File: config.mk
export PLATFORM = sky130hd
export DESIGN_NAME = odte_ctrl
export DESIGN_NICKNAME = d
export VERILOG_FILES = /design/src/rtl/onset_detect_tempo_estimate_defines.svh /design/src/rtl/odte_pkg.sv /design/src/rtl/odte_ctrl.sv
export SDC_FILE = /design/constraint.sdc
export NUM_CORES = 1
export LEC_CHECK = 0
export BUFFER_PORTS_ARGS = -buffer_cell sky130_fd_sc_hd__buf_2
export CAP_MARGIN = 40
export CORE_UTILIZATION = 35
export CTS_CLUSTER_DIAMETER = 100
export DETAILED_ROUTE_END_ITERATION = 16
export PLACE_DENSITY_LB_ADDON = 0.05
export SLEW_MARGIN = 20
export SYNTH_ARGS = -nofsm -noshare
export SYNTH_HDL_FRONTEND = slang
export SYNTH_SLANG_ARGS = --single-unit
File: constraint.sdc
create_clock -name clock -period 2.1 [get_ports clock]
set_input_delay 0.42 -clock clock [delete_from_list [all_inputs] [get_ports clock]]
set_output_delay 0.42 -clock clock [all_outputs]
set_load 0.02 [all_outputs]
File: src/rtl/onset_detect_tempo_estimate_defines.svh
// Assertion macros for the onset detector and tempo estimator.
// Included by the RTL files that carry concurrent assertions.
`ifndef ONSET_DETECT_TEMPO_ESTIMATE_DEFINES_SVH
`define ONSET_DETECT_TEMPO_ESTIMATE_DEFINES_SVH
`ifndef SYNTHESIS
`define ODTE_ASSERT(lbl, clk, rst, prop) \
   lbl: assert property (@(posedge clk) disable iff (rst) prop) \
      else $error("odte: assertion failed");
`define ODTE_NEVER(lbl, clk, rst, expr) \
   lbl: assert property (@(posedge clk) disable iff (rst) !(expr)) \
      else $error("odte: forbidden condition");
`else
`define ODTE_ASSERT(lbl, clk, rst, prop)
`define ODTE_NEVER(lbl, clk, rst, expr)
`endif
`endif

File: src/rtl/odte_pkg.sv
// Shared constants, register indexes and control/status types for the
// onset detector and tempo estimator. No dependencies.
`default_nettype none
package odte_pkg;
   localparam int WIN_LEN   = 32;
   localparam int WIN_AW    = $clog2(WIN_LEN);
   localparam int WFILL_W   = $clog2(WIN_LEN + 1);
   localparam int SUM_W     = 37;
   localparam int OH_LEN    = 16;
   localparam int OH_AW     = $clog2(OH_LEN);
   localparam int OFILL_W   = $clog2(OH_LEN + 1);
   localparam int HIST_BINS = 201;
   localparam int HIST_AW   = 8;
   localparam int HCNT_W    = 4;
   localparam int SMOOTH_W  = 6;
   localparam int LHS_W     = 38;
   localparam int RHS_W     = 49;
   localparam int D_W       = 46;
   localparam int N_W       = 24;
   localparam int DIV_W     = 54;
   localparam int Q_W       = 8;

   localparam logic [7:0] BPM_LO = 8'd40;
   localparam logic [7:0] BPM_HI = 8'd240;
   localparam logic [N_W-1:0] SEC_PER_MIN = N_W'(60);
   localparam logic [OFILL_W-1:0] MIN_ONSETS = OFILL_W'(4);

   localparam int CSR_IDX_W  = 8;
   localparam int CSR_DATA_W = 32;
   localparam logic [CSR_IDX_W-1:0] CSR_SAMPLE_RATE    = 8'd0;
   localparam logic [CSR_IDX_W-1:0] CSR_FRAME_LENGTH   = 8'd1;
   localparam logic [CSR_IDX_W-1:0] CSR_MIN_ONSET_GAP  = 8'd2;
   localparam logic [CSR_IDX_W-1:0] CSR_THRESHOLD_GAIN = 8'd3;

   localparam logic [17:0] SAMPLE_RATE_RST    = 18'd44100;
   localparam logic [13:0] FRAME_LENGTH_RST   = 14'd1024;
   localparam logic [7:0]  MIN_ONSET_GAP_RST  = 8'd4;
   localparam logic [11:0] THRESHOLD_GAIN_RST = 12'd384;

   typedef struct packed {
      logic win_rd;
      logic sum_upd;
      logic mul;
      logic cmp;
      logic t_init;
      logic oh_rd;
      logic t_get;
      logic t_mul;
      logic div_load;
      logic div_step;
      logic hist_rd;
      logic hist_wr;
      logic t_next;
      logic scan_issue;
      logic t_set;
      logic out_load;
   } cmd_type;

   typedef struct packed {
      logic onset;
      logic ofill_ok;
      logic i_first;
      logic i_last;
      logic rng_ok;
      logic any;
      logic scan_last;
      logic rsp_free;
   } sts_type;
endpackage
`default_nettype wire

File: src/rtl/odte_ctrl.sv
// Sequencer for the onset detector: steps the datapath through window
// update, threshold test and tempo update. Uses odte_pkg.
`default_nettype none
module odte_ctrl (
   input  logic              clock,
   input  logic              reset,
   input  logic              req_valid,
   output logic              req_ready,
   input  odte_pkg::sts_type sts,
   output odte_pkg::cmd_type cmd
);
   import odte_pkg::*;

   localparam logic [4:0] ST_IDLE = 5'd0;
   localparam logic [4:0] ST_SUM  = 5'd1;
   localparam logic [4:0] ST_MUL  = 5'd2;
   localparam logic [4:0] ST_CMP  = 5'd3;
   localparam logic [4:0] ST_CHK  = 5'd4;
   localparam logic [4:0] ST_TCLR = 5'd5;
   localparam logic [4:0] ST_TRD  = 5'd6;
   localparam logic [4:0] ST_TGET = 5'd7;
   localparam logic [4:0] ST_TMUL = 5'd8;
   localparam logic [4:0] ST_TRNG = 5'd9;
   localparam logic [4:0] ST_TDIV = 5'd10;
   localparam logic [4:0] ST_THRD = 5'd11;
   localparam logic [4:0] ST_THWR = 5'd12;
   localparam logic [4:0] ST_TNXT = 5'd13;
   localparam logic [4:0] ST_SCAN = 5'd14;
   localparam logic [4:0] ST_SDRN = 5'd15;
   localparam logic [4:0] ST_TSET = 5'd16;
   localparam logic [4:0] ST_DONE = 5'd17;

   logic [4:0] state_ff, state_in;
   logic [2:0] dcnt_ff, dcnt_in;

   assign req_ready = state_ff == ST_IDLE;

   always_comb begin
      state_in = state_ff;
      dcnt_in  = dcnt_ff;
      cmd      = '0;
      unique case (state_ff)
         ST_IDLE: begin
            if (req_valid) begin
               cmd.win_rd = 1'b1;
               state_in   = ST_SUM;
            end
         end
         ST_SUM: begin
            cmd.sum_upd = 1'b1;
            state_in    = ST_MUL;
         end
         ST_MUL: begin
            cmd.mul  = 1'b1;
            state_in = ST_CMP;
         end
         ST_CMP: begin
            cmd.cmp  = 1'b1;
            state_in = ST_CHK;
         end
         ST_CHK: state_in = (sts.onset && sts.ofill_ok) ? ST_TCLR : ST_DONE;
         ST_TCLR: begin
            cmd.t_init = 1'b1;
            state_in   = ST_TRD;
         end
         ST_TRD: begin
            cmd.oh_rd = 1'b1;
            state_in  = ST_TGET;
         end
         ST_TGET: begin
            cmd.t_get = 1'b1;
            state_in  = sts.i_first ? ST_TNXT : ST_TMUL;
         end
         ST_TMUL: begin
            cmd.t_mul = 1'b1;
            state_in  = ST_TRNG;
         end
         ST_TRNG: begin
            if (sts.rng_ok) begin
               cmd.div_load = 1'b1;
               dcnt_in      = '0;
               state_in     = ST_TDIV;
            end else begin
               state_in = ST_TNXT;
            end
         end
         ST_TDIV: begin
            cmd.div_step = 1'b1;
            dcnt_in      = dcnt_ff + 1'b1;
            if (dcnt_ff == 3'd7) state_in = ST_THRD;
         end
         ST_THRD: begin
            cmd.hist_rd = 1'b1;
            state_in    = ST_THWR;
         end
         ST_THWR: begin
            cmd.hist_wr = 1'b1;
            state_in    = ST_TNXT;
         end
         ST_TNXT: begin
            if (sts.i_last) begin
               state_in = sts.any ? ST_SCAN : ST_DONE;
            end else begin
               cmd.t_next = 1'b1;
               state_in   = ST_TRD;
            end
         end
         ST_SCAN: begin
            cmd.scan_issue = 1'b1;
            if (sts.scan_last) state_in = ST_SDRN;
         end
         ST_SDRN: state_in = ST_TSET;
         ST_TSET: begin
            cmd.t_set = 1'b1;
            state_in  = ST_DONE;
         end
         ST_DONE: begin
            // hold the result until the output register frees up
            if (sts.rsp_free) begin
               cmd.out_load = 1'b1;
               state_in     = ST_IDLE;
            end
         end
         default: state_in = ST_IDLE;
      endcase
   end

   always_ff @(posedge clock) begin
      if (reset) begin
         state_ff <= ST_IDLE;
         dcnt_ff  <= '0;
      end else begin
         state_ff <= state_in;
         dcnt_ff  <= dcnt_in;
      end
   end
endmodule
`default_nettype wire

# Word level (Yosys, flattened, before mapping)
# Cells that the tools add are included.
# W data, S select, Z words.
word_totals:
  reg_bits: 8
  input_bits: 11
  output_inout_bits: 17
op_classes:
  n_addsub: 1
  eq_ne: 23
  n_mux: 32
  reduce_logical: 5
ops:
  columns: ["operator", "count"]
  rows:
  - ["$pmux W5 S18", 1]
  - ["$eq A5 B4 Y1 const B", 8]
  - ["$mux W5", 7]
  - ["$eq A5 B3 Y1 const B", 4]
  - ["$mux W1", 20]
  - ["$eq A5 B2 Y1 const B", 2]
  - ["$eq A5 B5 Y1 const B", 2]
  - ["$ne A2 B2 Y1 const B", 5]
  - ["$mux W3", 3]
  - ["$pmux W3 S2", 1]
  - ["$eq A5 B1 Y1 const B", 1]
  - ["$logic_not A5 Y1", 1]
  - ["$reduce_and A4 Y1", 1]
  - ["$add A3 B1 Y3 const B", 1]
  - ["$eq A3 B3 Y1 const B", 1]
  - ["$reduce_and A2 Y1", 1]
  - ["$reduce_bool A2 Y1", 1]
  - ["$logic_and A1 B1 Y1", 1]

# Longest topological paths before layout
depth:
  ltp_word: 3
  depth_mapped: 6
  mapped_depth_nobuf: 6

# Worst setup path after synthesis
# OpenSTA, ideal clock, no wires.
synth_timing:
  path_type: "reg2out"
  startpoint: "register state_ff[0]"
  endpoint: "output cmd[12] in the netlist's numbering"
  arrival_time_ns: 1.467
  required_time_ns: 1.680
  slack_ns: 0.213
  stages_incl_launch_ff: 6
  path_buffers: 2
  cell_sequence: "dfxtp_1 buf_2 clkbuf_1 nor2b_1 nand2_1 nor3_1"
synth_lines:
  columns: ["item", "line_no", "source"]
  rows:
  - ["from (decl)", "odte_ctrl.sv:33", "logic [4:0] state_ff, state_in;"]
  - ["from (signal assigned)", "odte_ctrl.sv:133", "state_ff <= state_in;"]
  - ["to (decl)", "odte_ctrl.sv:10", "output odte_pkg::cmd_type cmd"]

==> results.toml <==
[cells_and_area]
layout.nets = 140
nFillCells = 201
num_antenna_cells = 0
syn_to_final_growth_pct = 24.48
drive_above_1_share = 0.3520

[grt]
grt_max_degree = 17
grt_antenna_before_repair = 0
overflow = 0
grt_pass1_vias = 752
grt_pass1_wl_mm = 3.132
grt_usage = 0.1987

[clocking]
h-tree-depth = 1
clk_latency_ns = 0.26
root_buffer = "clkbuf_4"
numCtsBuffers = 3
cts_tree = "built"
cts_resized = 1
hold_buffers = 0
cts_buffer_depth = 2
cts.sinks = 8
cts_setup_buffers = 0
clk_pin_slew_ns = 0.05

[floorplanning]
die_y_um = 47.22
dieArea_sq_mm = 0.002230
initial_utilization = 0.3931
core_area_sq_mm = 0.001821
ioPinCount = 28
rows = 15
die_w_um = 47.22

[routing]
routed-wl-met2_um = 838
drc = 0
drt-wirelength-per-cell_um = 12.57
wl_met1_um = 942
wl_met3_um = 104
vias_per_cell = 5.420
detail-route-antenna-nets = 0
num_vias = 813
top_layer_used = "met3"
first_iter_violations = 22
first_pass_iters = 4
wirelength_mm = 1.885

[sta]
max_freq_mhz = 504.4
setup_tns_ns = 0
worst_pin_slew_ns = 0.4106
setup_violations = 0
finClkSkew_ns = 0.0008320
timing.final.crit_period_ns = 1.983
report.final.slew_viol_count = 0
hold_viol_final = 0
fin_crit_sh = 0.9441
rsz0062_at_grt = "false"
slew_headroom = 0.7228

[logic_synthesis]
syn_nets = 115
ys.flop_type = "dfxtp_1"
yosysWarnings = 0
avgSynthCellArea_sq_um = 7.017
synth.top_cell.area_share = 0.2238
ys_seq_area_frac = 0.2238
ys_types = 38
synthCells = 102
synth_edf_count = 0
ys_ff_latch = 8
synthArstFlopShare = 0
syn_area_sq_um = 715.7
yosys-top-cells-area = "dfxtp_1 (22%), nor2_1 (8.4%), nor3_1 (7.0%)"
yosysTopAreaCell = "dfxtp_1"

[setup_path]
path_class = "reg2out"
slowest_stage = "or4b_4"
cp.buffers_inverters = 1
required_ns = 1.68
arrival_ns = 1.56
start_kind = "flip-flop"
critPathTopFamily = "simple AND/OR/NAND/NOR gates"
crit_path_end_kind = "primary output"
slowest_delay_ns = 0.51
worstPathMaxFanout = 15
worstPathCellList = "or4b_4, nor2_1, buf_2"

[placed_design]
routabilityCongestion = 0.8142
hpwl_mm = 1.444
io_buffers = 27

[worst_hold_path]
hp-class = "in2reg"

[pwr]
power_leakage_nw = 0.3866
irDropWorstVdd_mv = 0.3426
total_power_mw = 0.4507
powerDensity_mw_per_mm2 = 505.9

[outcome]
outcome = "finished, final reports clean"

[job]
maxCapViolCount = 0
==> where the power goes <==
group | leakage [nW] | switching [mW] | internal [mW] | total [mW]
combinational | 0.307 | 0.0942 | 0.0669 | 0.161
sequential | 0.0657 | 0.0100 | 0.159 | 0.169
clock | 0.0138 | 0.0547 | 0.0655 | 0.120
total | 0.387 | 0.159 | 0.292 | 0.451
==> stage by stage <==
step	setup slack, ns	util	hold slack, ns	instance area [sq um]	instances
global placement	0.3095	0.4742	0.4920	863.3	147
CTS	0.1152	0.4873	0.4404	887.1	150
detailed placement	0.2617	0.4742	0.4989	863.3	147
global route	0.01225	0.4893	0.4417	890.9	150
floorplan	0.2128	-	0.4695	715.7	102
finish	0.1173	0.4893	0.4481	890.9	150
==> placed cells by master (no fill, tap or decap), drive strengths merged, types with 2 or more instances in the layout <==
cell    count
buf        32
nor2       17
nor3       10
dfxtp       8
a21oi       6
nand2       5
nor4        4
nand2b      3
nor2b       3
o21ai       3
clkbuf      3
inv         3
nand3b      2
a211o       2
a22oi       2
nand4b      2
a31oi       2
ha          2
or3b        2
==> sequential cells by signal, summed over array words and instances (netlist names) <==
name / flops
dcnt_ff: 3
state_ff: 5
==> final timing paths <==
kind,to,cells past startpoint,slack [ns],startpoint
max,cmd[1],3,0.12,state_ff[4]$_SDFFE_PP0P_
min,state_ff[1]$_SDFFE_PP0P_,2,0.45,reset
max reg2reg,state_ff[0]$_SDFFE_PP0P_,4,0.52,state_ff[4]$_SDFFE_PP0P_
min reg2reg,dcnt_ff[2]$_SDFFE_PP0P_,2,0.52,dcnt_ff[2]$_SDFFE_PP0P_
==> metal layers <==
layer  GRT usage  vias up
met1      0.2466      368
met2      0.3205       27
li1            -      418
met5           0        -
met3     0.07308        0
met4     0.05714        0
==> final cells by class <==
class | count | area, sq um | share of cell area
multi-input combinational | 79 | 490.5 | 0.5506
clock buffer | 3 | 22.52 | 0.02528
timing repair buffer | 32 | 172.7 | 0.1938
inverter | 3 | 11.26 | 0.01264
sequential | 8 | 162.7 | 0.1826
tap | 25 | 31.28 | 0.03511
==> cell usage after synthesis (2+ instances only) <==
cell      count
nand2b_1      3
nand3b_1      2
buf_2         3
a21oi_1       6
ha_1          2
inv_1         2
nand2_1       5
nor3_1       10
dfxtp_1       8
o21ai_0       3
or3b_1        2
a31oi_1       2
a211o_1       2
a22oi_1       2
clkbuf_1      6
nor2b_1       3
buf_1         2
nor4_1        3
nand4b_1      2
nor2_1       16
==> cell families after synthesis <==
group,after synthesis,share of synthesized area
compound gates,23,0.2220
fa+ha+maj,2,0.03496
buf+inv,15,0.09440
flops,8,0.2238
simple gates,54,0.4249
==> worst register-to-register path: stages (launching register included) <==
cell     delay [ns]
dfxtp_2        0.47
or4b_4         0.52
nor3b_2        0.22
nor4_1         0.10
nor4_2         0.19
(Power assumes the default switching activity.)
